--- config.mk ---
export PLATFORM = sky130hd
export DESIGN_NAME = counting_semaphore_table_top
export DESIGN_NICKNAME = d
export VERILOG_FILES = /design/src/design/cst_pkg.sv /design/src/design/cst_ram.sv /design/src/design/counting_semaphore_table_top.sv
export SDC_FILE = /design/constraint.sdc
export NUM_CORES = 2
export LEC_CHECK = 0
export BUFFER_PORTS_ARGS = -buffer_cell sky130_fd_sc_hd__buf_2
export CAP_MARGIN = 10
export CORE_MARGIN = 1
export CORE_UTILIZATION = 52
export DETAILED_ROUTE_END_ITERATION = 8
export PLACE_DENSITY = 0.77
export SYNTH_ARGS = -nofsm -noshare
export SYNTH_HDL_FRONTEND = slang
export SYNTH_SLANG_ARGS = --single-unit
--- constraint.sdc ---
create_clock -name clk -period 18.95 [get_ports clk]
set_clock_uncertainty 0.15 [all_clocks]
set_input_delay 3.79 -clock clk [delete_from_list [all_inputs] [get_ports clk]]
set_output_delay 3.79 -clock clk [all_outputs]
set_load 0.05 [all_outputs]
--- src/design/cst_pkg.sv ---
// Package for the counting semaphore table: sizes, status and mode codes,
// and the per-slot record kept in slot memory. No dependencies.
package cst_pkg;
	localparam int NUM_SEMS    = 16;
	localparam int SLOT_W      = 4;
	localparam int QUEUE_DEPTH = 8;
	localparam int QPTR_W      = 3;
	localparam int FILL_W      = 4;
	localparam int PID_BITS    = 8;
	localparam int WADDR_W     = SLOT_W + QPTR_W;
	localparam int WDEPTH      = NUM_SEMS * QUEUE_DEPTH;
	localparam int KEY_W       = 64;
	localparam int COUNT_W     = 16;
	localparam int REFS_W      = 8;

	localparam logic [1:0] MODE_OPEN  = 2'd0;
	localparam logic [1:0] MODE_CLOSE = 2'd1;
	localparam logic [1:0] MODE_WAIT  = 2'd2;
	localparam logic [1:0] MODE_POST  = 2'd3;

	localparam logic [2:0] ST_OK         = 3'd0;
	localparam logic [2:0] ST_FULL       = 3'd1;
	localparam logic [2:0] ST_NOT_FOUND  = 3'd2;
	localparam logic [2:0] ST_QUEUE_FULL = 3'd3;
	localparam logic [2:0] ST_SATURATED  = 3'd4;

	typedef struct packed {
		logic [COUNT_W-1:0] count;
		logic [REFS_W-1:0]  refs;
		logic [QPTR_W-1:0]  head;
		logic [FILL_W-1:0]  fill;
	} rec_t;

	localparam int REC_W = $bits(rec_t);
endpackage

--- src/design/cst_ram.sv ---
// Generic single-write, single-read RAM with registered read data.
// Depends on nothing.
module cst_ram #(
	parameter int WIDTH = 8,
	parameter int DEPTH = 16
) (
	input  logic                     clk,
	input  logic                     we,
	input  logic [$clog2(DEPTH)-1:0] waddr,
	input  logic [WIDTH-1:0]         wdata,
	input  logic [$clog2(DEPTH)-1:0] raddr,
	output logic [WIDTH-1:0]         rdata
);
	logic [WIDTH-1:0] mem_q [DEPTH];

	// write port
	always_ff @(posedge clk) begin
		if (we) mem_q[waddr] <= wdata;
	end

	// registered read
	always_ff @(posedge clk) begin
		rdata <= mem_q[raddr];
	end
endmodule

--- src/design/counting_semaphore_table_top.sv ---
// Counting semaphore table: 16 named semaphores, each with an 8-deep FIFO of
// waiting pids. Depends on cst_pkg and cst_ram.
//
// Usage:
//   The input channel (in_valid / in_stall) carries one operation word:
//   mode, name_key, init_value, sem_index, caller_pid. The output channel
//   (out_valid / out_stall) returns exactly one result word per operation:
//   status, slot_out, must_block, wake_valid, wake_pid.
//   An operation goes through a key lookup step, a slot memory read step
//   and, for a post that releases a waiter, a further step to read the
//   waiter memory (states S_LOOK, S_READ, S_WAKE). A new word is taken
//   the cycle after the result is registered, so a new word is not taken
//   before the last one is through; the slot record memory
//   read-modify-write sets this.
//   The result register holds its word while out_stall is high; the next
//   operation is taken in meanwhile and waits at its final step until the
//   result register is free.
//   Reset (arst_n low) frees every slot and empties the output register.
//   Keys, counts and waiter pids are written when a slot is claimed or a
//   waiter is queued, so the memories need no clearing pass.
module counting_semaphore_table_top
	import cst_pkg::*;
(
	input  logic                clk,
	input  logic                arst_n,
	input  logic                in_valid,
	output logic                in_stall,
	input  logic [1:0]          mode,
	input  logic [KEY_W-1:0]    name_key,
	input  logic [COUNT_W-1:0]  init_value,
	input  logic [SLOT_W-1:0]   sem_index,
	input  logic [PID_BITS-1:0] caller_pid,
	output logic                out_valid,
	input  logic                out_stall,
	output logic [2:0]          status,
	output logic [SLOT_W-1:0]   slot_out,
	output logic                must_block,
	output logic                wake_valid,
	output logic [PID_BITS-1:0] wake_pid
);
	typedef enum logic [3:0] {
		S_IDLE = 4'b0001,
		S_LOOK = 4'b0010,
		S_READ = 4'b0100,
		S_WAKE = 4'b1000
	} state_t;

	state_t state_q, state_d;

	logic [1:0]          mode_q;
	logic [KEY_W-1:0]    key_q;
	logic [COUNT_W-1:0]  init_q;
	logic [SLOT_W-1:0]   idx_q;
	logic [PID_BITS-1:0] pid_q;

	logic [NUM_SEMS-1:0] use_q;
	logic [KEY_W-1:0]    slot_key_q [NUM_SEMS];

	logic [SLOT_W-1:0]   s_q;
	logic                found_q, claim_q;

	logic                out_valid_q;
	logic [2:0]          status_q;
	logic [SLOT_W-1:0]   slot_out_q;
	logic                must_block_q, wake_valid_q;
	logic [PID_BITS-1:0] wake_pid_q;

	// lookup results
	logic                match_hit, free_hit;
	logic [SLOT_W-1:0]   match_idx, free_idx;
	logic [SLOT_W-1:0]   look_s;
	logic                look_found, look_claim;

	// memory ports
	logic                rec_we;
	logic [SLOT_W-1:0]   rec_raddr;
	rec_t                rec_rd, rec_wd;
	logic [REC_W-1:0]    rec_rd_raw;
	logic                wt_we;
	logic [WADDR_W-1:0]  wt_waddr, wt_raddr;
	logic [PID_BITS-1:0] wt_rd;

	logic                out_free, emit;
	logic [2:0]          status_d;
	logic                must_block_d, wake_valid_d;
	logic [PID_BITS-1:0] wake_pid_d;
	logic                use_set, use_clr, key_we;
	logic [REFS_W-1:0]   refs_dec;
	logic [QPTR_W-1:0]   tail_pos;

	assign in_stall   = (state_q != S_IDLE);
	assign out_valid  = out_valid_q;
	assign status     = status_q;
	assign slot_out   = slot_out_q;
	assign must_block = must_block_q;
	assign wake_valid = wake_valid_q;
	assign wake_pid   = wake_pid_q;
	assign out_free   = !out_valid_q || !out_stall;

	// compare the key against every in-use slot and find the lowest free slot
	always_comb begin
		match_hit = 1'b0;
		match_idx = '0;
		free_hit  = 1'b0;
		free_idx  = '0;
		for (int i = NUM_SEMS - 1; i >= 0; i--) begin
			if (use_q[i] && slot_key_q[i] == key_q) begin
				match_hit = 1'b1;
				match_idx = SLOT_W'(i);
			end
			if (!use_q[i]) begin
				free_hit = 1'b1;
				free_idx = SLOT_W'(i);
			end
		end
	end

	// pick the slot this word works on
	always_comb begin
		look_s     = idx_q;
		look_found = use_q[idx_q];
		look_claim = 1'b0;
		unique case (mode_q)
			MODE_OPEN: begin
				look_claim = !match_hit && free_hit;
				look_found = match_hit || free_hit;
				look_s     = match_hit ? match_idx : free_idx;
			end
			MODE_CLOSE: begin
				look_found = match_hit;
				look_s     = match_idx;
			end
			default: begin
			end
		endcase
	end

	assign rec_raddr = (state_q == S_LOOK) ? look_s : s_q;
	assign rec_rd    = rec_t'(rec_rd_raw);
	assign wt_raddr  = {s_q, rec_rd.head};
	assign tail_pos  = rec_rd.head + rec_rd.fill[QPTR_W-1:0];
	assign wt_waddr  = {s_q, tail_pos};
	assign refs_dec  = (rec_rd.refs != '0) ? rec_rd.refs - 1'b1 : rec_rd.refs;

	// modify the slot record and decide the result word
	always_comb begin
		state_d      = state_q;
		rec_we       = 1'b0;
		rec_wd       = rec_rd;
		wt_we        = 1'b0;
		emit         = 1'b0;
		status_d     = ST_OK;
		must_block_d = 1'b0;
		wake_valid_d = 1'b0;
		wake_pid_d   = '0;
		use_set      = 1'b0;
		use_clr      = 1'b0;
		key_we       = 1'b0;
		unique case (state_q)
			S_IDLE: begin
				if (in_valid) state_d = S_LOOK;
			end
			S_LOOK: state_d = S_READ;
			S_READ: begin
				if (out_free) begin
					emit    = 1'b1;
					state_d = S_IDLE;
					if (!found_q) begin
						status_d = (mode_q == MODE_OPEN) ? ST_FULL : ST_NOT_FOUND;
					end else begin
						unique case (mode_q)
							MODE_OPEN: begin
								rec_we = 1'b1;
								if (claim_q) begin
									rec_wd.count = init_q;
									rec_wd.refs  = REFS_W'(1);
									rec_wd.head  = '0;
									rec_wd.fill  = '0;
									use_set      = 1'b1;
									key_we       = 1'b1;
								end else if (rec_rd.refs != '1) begin
									rec_wd.refs = rec_rd.refs + 1'b1;
								end
							end
							MODE_CLOSE: begin
								rec_we      = 1'b1;
								rec_wd.refs = refs_dec;
								use_clr     = (refs_dec == '0);
							end
							MODE_WAIT: begin
								if (rec_rd.count != '0) begin
									rec_we       = 1'b1;
									rec_wd.count = rec_rd.count - 1'b1;
								end else if (rec_rd.fill < FILL_W'(QUEUE_DEPTH)) begin
									rec_we       = 1'b1;
									wt_we        = 1'b1;
									rec_wd.fill  = rec_rd.fill + 1'b1;
									must_block_d = 1'b1;
								end else begin
									status_d = ST_QUEUE_FULL;
								end
							end
							MODE_POST: begin
								if (rec_rd.fill != '0) begin
									emit    = 1'b0;
									state_d = S_WAKE;
								end else if (rec_rd.count == '1) begin
									status_d = ST_SATURATED;
								end else begin
									rec_we       = 1'b1;
									rec_wd.count = rec_rd.count + 1'b1;
								end
							end
							default: begin
							end
						endcase
					end
				end
			end
			S_WAKE: begin
				if (out_free) begin
					emit         = 1'b1;
					state_d      = S_IDLE;
					rec_we       = 1'b1;
					rec_wd.head  = rec_rd.head + 1'b1;
					rec_wd.fill  = rec_rd.fill - 1'b1;
					wake_valid_d = 1'b1;
					wake_pid_d   = wt_rd;
				end
			end
			default: state_d = S_IDLE;
		endcase
	end

	// control state
	always_ff @(posedge clk or negedge arst_n) begin
		if (!arst_n) begin
			state_q     <= S_IDLE;
			use_q       <= '0;
			out_valid_q <= 1'b0;
		end else begin
			state_q <= state_d;
			if (use_set) use_q[s_q] <= 1'b1;
			if (use_clr) use_q[s_q] <= 1'b0;
			if (emit) out_valid_q <= 1'b1;
			else if (!out_stall) out_valid_q <= 1'b0;
		end
	end

	// capture the input word, the lookup and the result word
	always_ff @(posedge clk) begin
		if (state_q == S_IDLE && in_valid) begin
			mode_q <= mode;
			key_q  <= name_key;
			init_q <= init_value;
			idx_q  <= sem_index;
			pid_q  <= caller_pid;
		end
		if (state_q == S_LOOK) begin
			s_q     <= look_s;
			found_q <= look_found;
			claim_q <= look_claim;
		end
		if (key_we) slot_key_q[s_q] <= key_q;
		if (emit) begin
			status_q     <= status_d;
			slot_out_q   <= (mode_q == MODE_OPEN && found_q) ? s_q : '0;
			must_block_q <= must_block_d;
			wake_valid_q <= wake_valid_d;
			wake_pid_q   <= wake_pid_d;
		end
	end

	cst_ram #(.WIDTH(REC_W), .DEPTH(NUM_SEMS)) u_rec_ram (
		.clk  (clk),
		.we   (rec_we),
		.waddr(s_q),
		.wdata(rec_wd),
		.raddr(rec_raddr),
		.rdata(rec_rd_raw)
	);

	cst_ram #(.WIDTH(PID_BITS), .DEPTH(WDEPTH)) u_wait_ram (
		.clk  (clk),
		.we   (wt_we),
		.waddr(wt_waddr),
		.wdata(pid_q),
		.raddr(wt_raddr),
		.rdata(wt_rd)
	);

	// a word never both blocks a caller and wakes one
	a_block_wake: assert property (@(posedge clk) disable iff (!arst_n)
		out_valid_q |-> !(must_block_q && wake_valid_q))
		else $error("must_block and wake_valid both set");

	// a wake always reports ok
	a_wake_ok: assert property (@(posedge clk) disable iff (!arst_n)
		(out_valid_q && wake_valid_q) |-> (status_q == ST_OK))
		else $error("wake with error status");

	// at most one slot is freed per cycle
	a_use_step: assert property (@(posedge clk) disable iff (!arst_n)
		$countones($past(use_q)) <= $countones(use_q) + 1)
		else $error("more than one slot freed at once");

	// the record memory is written only while finishing a word
	a_rec_write: assert property (@(posedge clk) disable iff (!arst_n)
		rec_we |-> emit)
		else $error("record written outside the final step");
endmodule

---- Yosys cells after proc, flatten, opt, wreduce, memory -nomap -nowiden ----
Memory sizes are Yosys's and may differ from the RTL's. A register that Yosys moved wholly into a read port is not among the register bits.
Index checks and enable logic that the tools add are counted.
word-level totals
  flip-flop bits (word level) ............. 138
  memory bits (writable) .................. 2544
  output and inout port bits .............. 19
  word-level logic and storage cells ...... 241
  memories ................................ 3
memory list
  memory            depth  width  rd ports  clocked after Yosys merged registers in  write ports  RTL line                            RTL
  slot_key_q        16     64     16        0                                        1            counting_semaphore_table_top.sv:57  logic [KEY_W-1:0] slot_key_q [NUM_SEMS];
  u_wait_ram.mem_q  128    8      1         1                                        1            cst_ram.sv:14                       logic [WIDTH-1:0] mem_q [DEPTH];
  u_rec_ram.mem_q   16     31     1         1                                        1            cst_ram.sv:14
operators by class
  add/sub/neg operators ................... 8
  $lt $le $gt $ge ......................... 4
  equal/unequal tests ..................... 30
  muxes and demuxes ....................... 143
  bitwise operators ....................... 3
  reduce and logical (&&, ||, !) cells .... 34
operator list
  kind                                                 count
  == test 64 bit                                       16
  2-to-1 mux 4 bit                                     42
  2-to-1 mux 16 bit                                    6
  2-to-1 mux 1 bit                                     67
  2-to-1 mux 31 bit                                    2
  one-hot mux 16 bit (3 select lines)                  1
  2-to-1 mux 24 bit                                    1
  2-to-1 mux 8 bit                                     3
  logical AND 1 bit                                    20
  adder 16 x 1 -> 16 bit (second input constant)       1
  bitwise AND 16 bit                                   1
  == test 16 bit (second input constant)               1
  NOT 16 bit                                           1
  bitwise OR 16 bit                                    1
  one-hot mux 4 bit (2 select lines)                   2
  one-hot mux 4 bit (4 select lines)                   1
  one-hot mux 8 bit (2 select lines)                   1
  nonzero test 16 bit                                  1
  subtractor 16 x 1 -> 16 bit (second input constant)  1
  2-to-1 mux 7 bit                                     2
  one-hot mux 7 bit (2 select lines)                   1
  2-to-1 mux 3 bit                                     4
  < comparator 4 x 5 -> 1 bit (second input constant)  2
  adder 8 x 1 -> 8 bit (second input constant)         1
  32 further kinds                                     43

---- Longest topological paths before layout ----
An unclocked memory read counts as a cell.
  depth in word-level cells ............... 22
  depth in mapped cells ................... 19

---- Hierarchy ----
A second synthesis with hierarchy kept.
second synthesis, totals
  cell total of the unflattened synthesis .. 5844
  area, all modules ....................... 109547.6 sq um
modules (own cells, without submodules)
  module                        times used  cells each  area an instance (sq um)  seq. area each (sq um)
  counting_semaphore_table_top  1           3397        50633.6                   34749.6
  cst_ram (u_wait_ram)          1           1635        39665.5                   30909.6
  cst_ram (u_rec_ram)           1           812         19248.5                   15514.9

---- Least setup slack after synthesis ----
Ideal clock, no wire load.
  path type ............................... input to register
  from .................................... in out_stall
  to ...................................... mem slot_key_q[10][0], enable pin
  arrival time ............................ 9.027 ns
  setup slack ............................. 9.206 ns
  stages on the path ...................... 6
  path buffers ............................ 1
  path through ............................ nand2_1 -> nand2_1 -> nor2_1 -> nand2_1 -> clkbuf_1 -> nor3_1
between the ends
  longest elaborated chain between the ends .. 6
RTL lines
  item                                    RTL line                             RTL
  start, declared                         counting_semaphore_table_top.sv:34   input logic out_stall,
  logical NOT 1 bit                       n/a
  logical OR 1 bit                        counting_semaphore_table_top.sv:98   assign out_free = !out_valid_q || !out_stall;
  2-to-1 mux 1 bit                        counting_semaphore_table_top.sv:165  if (out_free) begin
  2-to-1 mux 1 bit                        counting_semaphore_table_top.sv:159  unique case (state_q)
  2-to-1 mux 1 bit                        counting_semaphore_table_top.sv:264  if (key_we) slot_key_q[s_q] <= key_q;
  2-to-1 mux 1 bit (implied by the code)  counting_semaphore_table_top.sv:264
  end, declared                           counting_semaphore_table_top.sv:57
Every way passes these cells.

---- Worst setup path after layout ----
  from .................................... reg key_q[17]
  to ...................................... reg u_rec_ram.rdata[22] (read register of u_rec_ram.mem_q)
between the ends
  longest elaborated chain between the ends .. 21
RTL lines
  item                                                                 RTL line                             RTL
  start, declared                                                      counting_semaphore_table_top.sv:51   logic [KEY_W-1:0] key_q;
  start signal, assigned                                               counting_semaphore_table_top.sv:254  key_q <= name_key;
  == test 64 bit                                                       counting_semaphore_table_top.sv:107  if (use_q[i] && slot_key_q[i] == key_q) begin
  logical AND 1 bit                                                    counting_semaphore_table_top.sv:107
  2-to-1 mux 4 bit or 2-to-1 mux 1 bit (tied branches) (16 in series)  counting_semaphore_table_top.sv:107
  2-to-1 mux 4 bit                                                     counting_semaphore_table_top.sv:127  look_s = match_hit ? match_idx : free_idx;
  one-hot mux 4 bit (2 select lines) *                                 counting_semaphore_table_top.sv:123  unique case (mode_q)
  2-to-1 mux 4 bit *                                                   n/a
  end, declared                                                        cst_ram.sv:12                        output logic [WIDTH-1:0] rdata
Mark *: on every way between the ends. The rest lies on a longest branch, timed or not.
A chain may end at the register's enable or synchronous reset.

==> impl_metrics.env <==
export IMPL_timing_worst_setup_path_type="reg2reg"
export IMPL_postSynthRegisterBits=2721
export IMPL_worstHoldPathType="reg2reg"
export IMPL_p_sw_share_pct=32.48
export IMPL_routabilityCongestion=0.9767
export IMPL_worstSetupStartpointType="flip-flop"
export IMPL_num_rows=171
export IMPL_overflow=0
export IMPL_post_route_cells_drive_above_1_share_pct=14.42
export IMPL_power_frac_clock_pct=31.4
export IMPL_mean_area_per_synthesized_cell_um2=16.07
export IMPL_internal_power_mw=11.77
export IMPL_crit_slowest_cell="clkinv_1"
export IMPL_worst_pin_slew_ns=1.295
export IMPL_global_route_usage_total_pct=29.59
export IMPL_core_area_mm2=0.2178
export IMPL_fin_worst_hold_slack_ns=0.3050
export IMPL_detailed_route_iter0_violations=10515
export IMPL_numPortBuffers=116
export IMPL_clkSlewWorstSetupHoldPaths_ns=0.07
export IMPL_synth_net_count=7215
export IMPL_rsz_0062_raised_after_global_routing="false"
export IMPL_post_route_min_period_ns=8.189
export IMPL_finalNetCount=7461
export IMPL_routedWlPerCell_um=31.88
export IMPL_worstPathBufferInverterCount=4
export IMPL_share_comb_of_total_power_pct=26.6
export IMPL_most_numerous_cell_types_in_the_synthesized_netlist="2657 x edfxtp_1, 513 x xnor2_1, 398 x nand2b_1"
export IMPL_fmax_mhz=122.1
export IMPL_detailed_place_area_mm2=0.1187
export IMPL_netSwitchingPower_mw=5.661
export IMPL_postCtsResizedCells=0
export IMPL_count_of_flip_flops_with_a_built_in_enable_after_synthesis=2657
export IMPL_crit_path_end_kind="flip-flop"
export IMPL_yosysWarnings=0
export IMPL_final_min_period_over_clock_period_pct=43.22
export IMPL_cts_max_path_buffers=4
export IMPL_postcts_setup_bufs=0
export IMPL_final_max_slew_violation_count=0
export IMPL_power_static_leakage_nw=40.67
export IMPL_io_pins=117
export IMPL_synthesis_instances=7107
export IMPL_cp_slowest_stage_delay_ns=0.95
export IMPL_power_total_mw=17.43
export IMPL_vias=69445
export IMPL_largest_net_degree_at_the_start_of_global_routing=109
export IMPL_synthDominantCellAreaShare_pct=69.84
export IMPL_hold_buffers=0
export IMPL_post_synth_top_area_cell="edfxtp_1"
export IMPL_route_final_wire_length_mm=332.4
export IMPL_netlist_cell_type_count=83
export IMPL_cp_common_cell="buf_4"
export IMPL_insertion_delay_ns=0.95
export IMPL_drt_pass1_iterations=8
export IMPL_max_cap_violations=0
export IMPL_yosysMostFrequentCell="edfxtp_1"
export IMPL_fin_area_mm2=0.1277
export IMPL_async_reset_ff_share_pct=0.7718
export IMPL_seq_pwr_share_pct=42.0
export IMPL_timing_slew_headroom_pct=13.46
export IMPL_grt_first_pass_wirelength_mm=474.4
export IMPL_area_growth_syn_to_layout_pct=11.78
export IMPL_detail_route_vias_per_cell=6.661
export IMPL_ys_seq_area_share_pct=71.05
export IMPL_clock_sink_count=2721
export IMPL_drtAntennaViolNets=0
export IMPL_hold_viol_final=0
export IMPL_post_synth_main_area_contributors="edfxtp_1 70%, mux4_2 5.1%, xnor2_1 3.9%"
export IMPL_cts_tree="built"
export IMPL_die_area_mm2=0.2216
export IMPL_start_util_pct=52.45
export IMPL_chip_width_um=470.7
export IMPL_power_density_mw_per_mm2=136.5
export IMPL_critPathRequiredTime_ns=19.60
export IMPL_cts_root_buf="clkbuf_16"
export IMPL_postSynth_topFlopCell="edfxtp_1"
export IMPL_antenna_found_initial=9
export IMPL_cts_buffers=293
export IMPL_final_setup_tns_ns=0
export IMPL_vdd_drop_max_mv=0.1367
export IMPL_finalSetupViolCount=0
export IMPL_arrival_ns=8.84
export IMPL_htreeDepth=5
export IMPL_critical_path_top_delay_family="buffers and inverters"
export IMPL_dpl_hpwl_mm=195.1
export IMPL_mappedNetlistArea_mm2=0.1142
export IMPL_route_detailed_drc=0
export IMPL_timing_critical_path_cells="buf_4 -> clkinv_1 -> o2111ai_1 -> nor4_1 -> nand4_1 -> nor3_1 -> nor4_1 -> nand4_2 -> o31ai_1 -> o21a_4 -> buf_4 -> buf_4 -> a211oi_1 -> a2111o_1 -> or3_1"
export IMPL_number_of_global_route_vias_before_repair=68106
export IMPL_crit_fanout=67
export IMPL_floorplan_die_height_um=470.7
export IMPL_run_status="completed"
## cells by family (layout without fill, tap and decap cells)
group | Yosys count | count (layout) | synth area share [%]
buf+inv | 462 | 909 | 1.658
xor+xnor | 799 | 799 | 6.125
compound gates | 672 | 672 | 4.149
mux | 555 | 555 | 7.755
other cells | 0 | 18 | 0
simple gates | 1888 | 1888 | 9.144
flops | 2721 | 2721 | 71.05
fa+ha+maj | 10 | 10 | 0.1161
## layer usage
layer / global-route usage [%] / part of all wire [%] / vias up
met2: 45.01 / 45 / 5081
met4: 16.58 / 6.4 / 2
met5: 0 / 0.0039 / -
li1: - / - / 28418
met3: 5.952 / 11 / 1064
met1: 40.02 / 37 / 34880
## path summary, 6_finish.rpt
path                       slack [ns]      start                   to  cells past startpoint
max                             10.76  key_q[17]  u_rec_ram.rdata[22]                     15
min                              0.31  key_q[18]   slot_key_q[12][18]                      0
max reg2reg                     10.76  key_q[17]  u_rec_ram.rdata[22]                     15
min reg2reg                      0.31  key_q[18]   slot_key_q[12][18]                      0
max in group asynchronous       15.46     arst_n           state_q[0]                      2
min in group asynchronous        2.79     arst_n             use_q[3]                      2
## cells in the final DEF, fill, tap and decap left out, types with 28 or more instances in the layout
| cell type | Yosys | routed |
|---|---|---|
| a2111o_1 | 35 | 35 |
| a211oi_1 | 98 | 98 |
| a21oi_1 | 39 | 38 |
| buf_2 | 83 | 116 |
| buf_4 | 7 | 208 |
| clkbuf_1 | 216 | 55 |
| clkbuf_16 | 0 | 299 |
| clkinv_1 | 2 | 49 |
| clkinv_2 | 0 | 52 |
| dfxtp_1 | 43 | 40 |
| edfxtp_1 | 2657 | 2657 |
| inv_1 | 85 | 85 |
| mux2_2 | 31 | 31 |
| mux2i_1 | 263 | 263 |
| mux4_2 | 261 | 261 |
| nand2_1 | 167 | 164 |
| nand2b_1 | 398 | 396 |
| nand3_1 | 218 | 214 |
| nand4_1 | 327 | 327 |
| nor2_1 | 294 | 291 |
| nor2b_1 | 32 | 28 |
| nor3_1 | 113 | 88 |
| nor4_1 | 167 | 165 |
| o2111ai_1 | 69 | 69 |
| o21ai_0 | 147 | 146 |
| o22ai_1 | 155 | 155 |
| or3_1 | 48 | 47 |
| or4_1 | 28 | 28 |
| xnor2_1 | 513 | 513 |
| xor2_1 | 286 | 286 |
## through the flow
stage	util, %	worst slack (ns)	instances
2_1_floorplan	-	9.206	7107
6_report	58.63	10.76	10426
3_3_place_gp	54.49	11.17	9910
5_1_grt	58.62	10.55	10420
4_1_cts	58.60	11.04	10406
3_5_place_dp	54.49	11.06	9910
## worst register-to-register path: cells and delay by family, from the launching register on
family	cells	cell delay [ns]
AO/OA/AOI/OAI	5	2.42
buffers and inverters	4	3.49
flip-flops	1	0.32
AND/OR/NAND/NOR	6	1.64
## area by class of cell
type | count | area [um^2]
fillers | 15734 | 90110
well taps | 2854 | 3571
clock inverters | 134 | 1164
repair buffers | 324 | 2142
inverters | 89 | 334.1
diodes | 18 | 45.04
multi-input cells | 3924 | 31460
clock buffers | 362 | 7799
flip-flops and latches | 2721 | 81190
## sequential cells by signal, indices dropped and copies added, names as in the netlist, 2 cells and up
signal            flops
mode_q                2
init_q               16
u_rec_ram.mem_q     496
slot_out              4
s_q                   4
idx_q                 4
key_q                64
status                3
wake_pid              8
use_q                16
u_rec_ram.rdata      31
state_q               4
slot_key_q         1024
u_wait_ram.rdata      8
u_wait_ram.mem_q   1024
pid_q                 8
## power by group through the flow
stage / clock (mW) / combinational [mW] / sequential, mW
after global placement: 0 / 4.40 / 7.44
after global routing: 5.71 / 4.79 / 7.34
final: 5.47 / 4.63 / 7.33
after CTS: 5.50 / 4.53 / 7.32
after detailed placement: 0 / 4.49 / 7.45
after floorplan: 0 / 2.78 / 7.44
No activity file was read; power rests on OpenSTA's default activity.
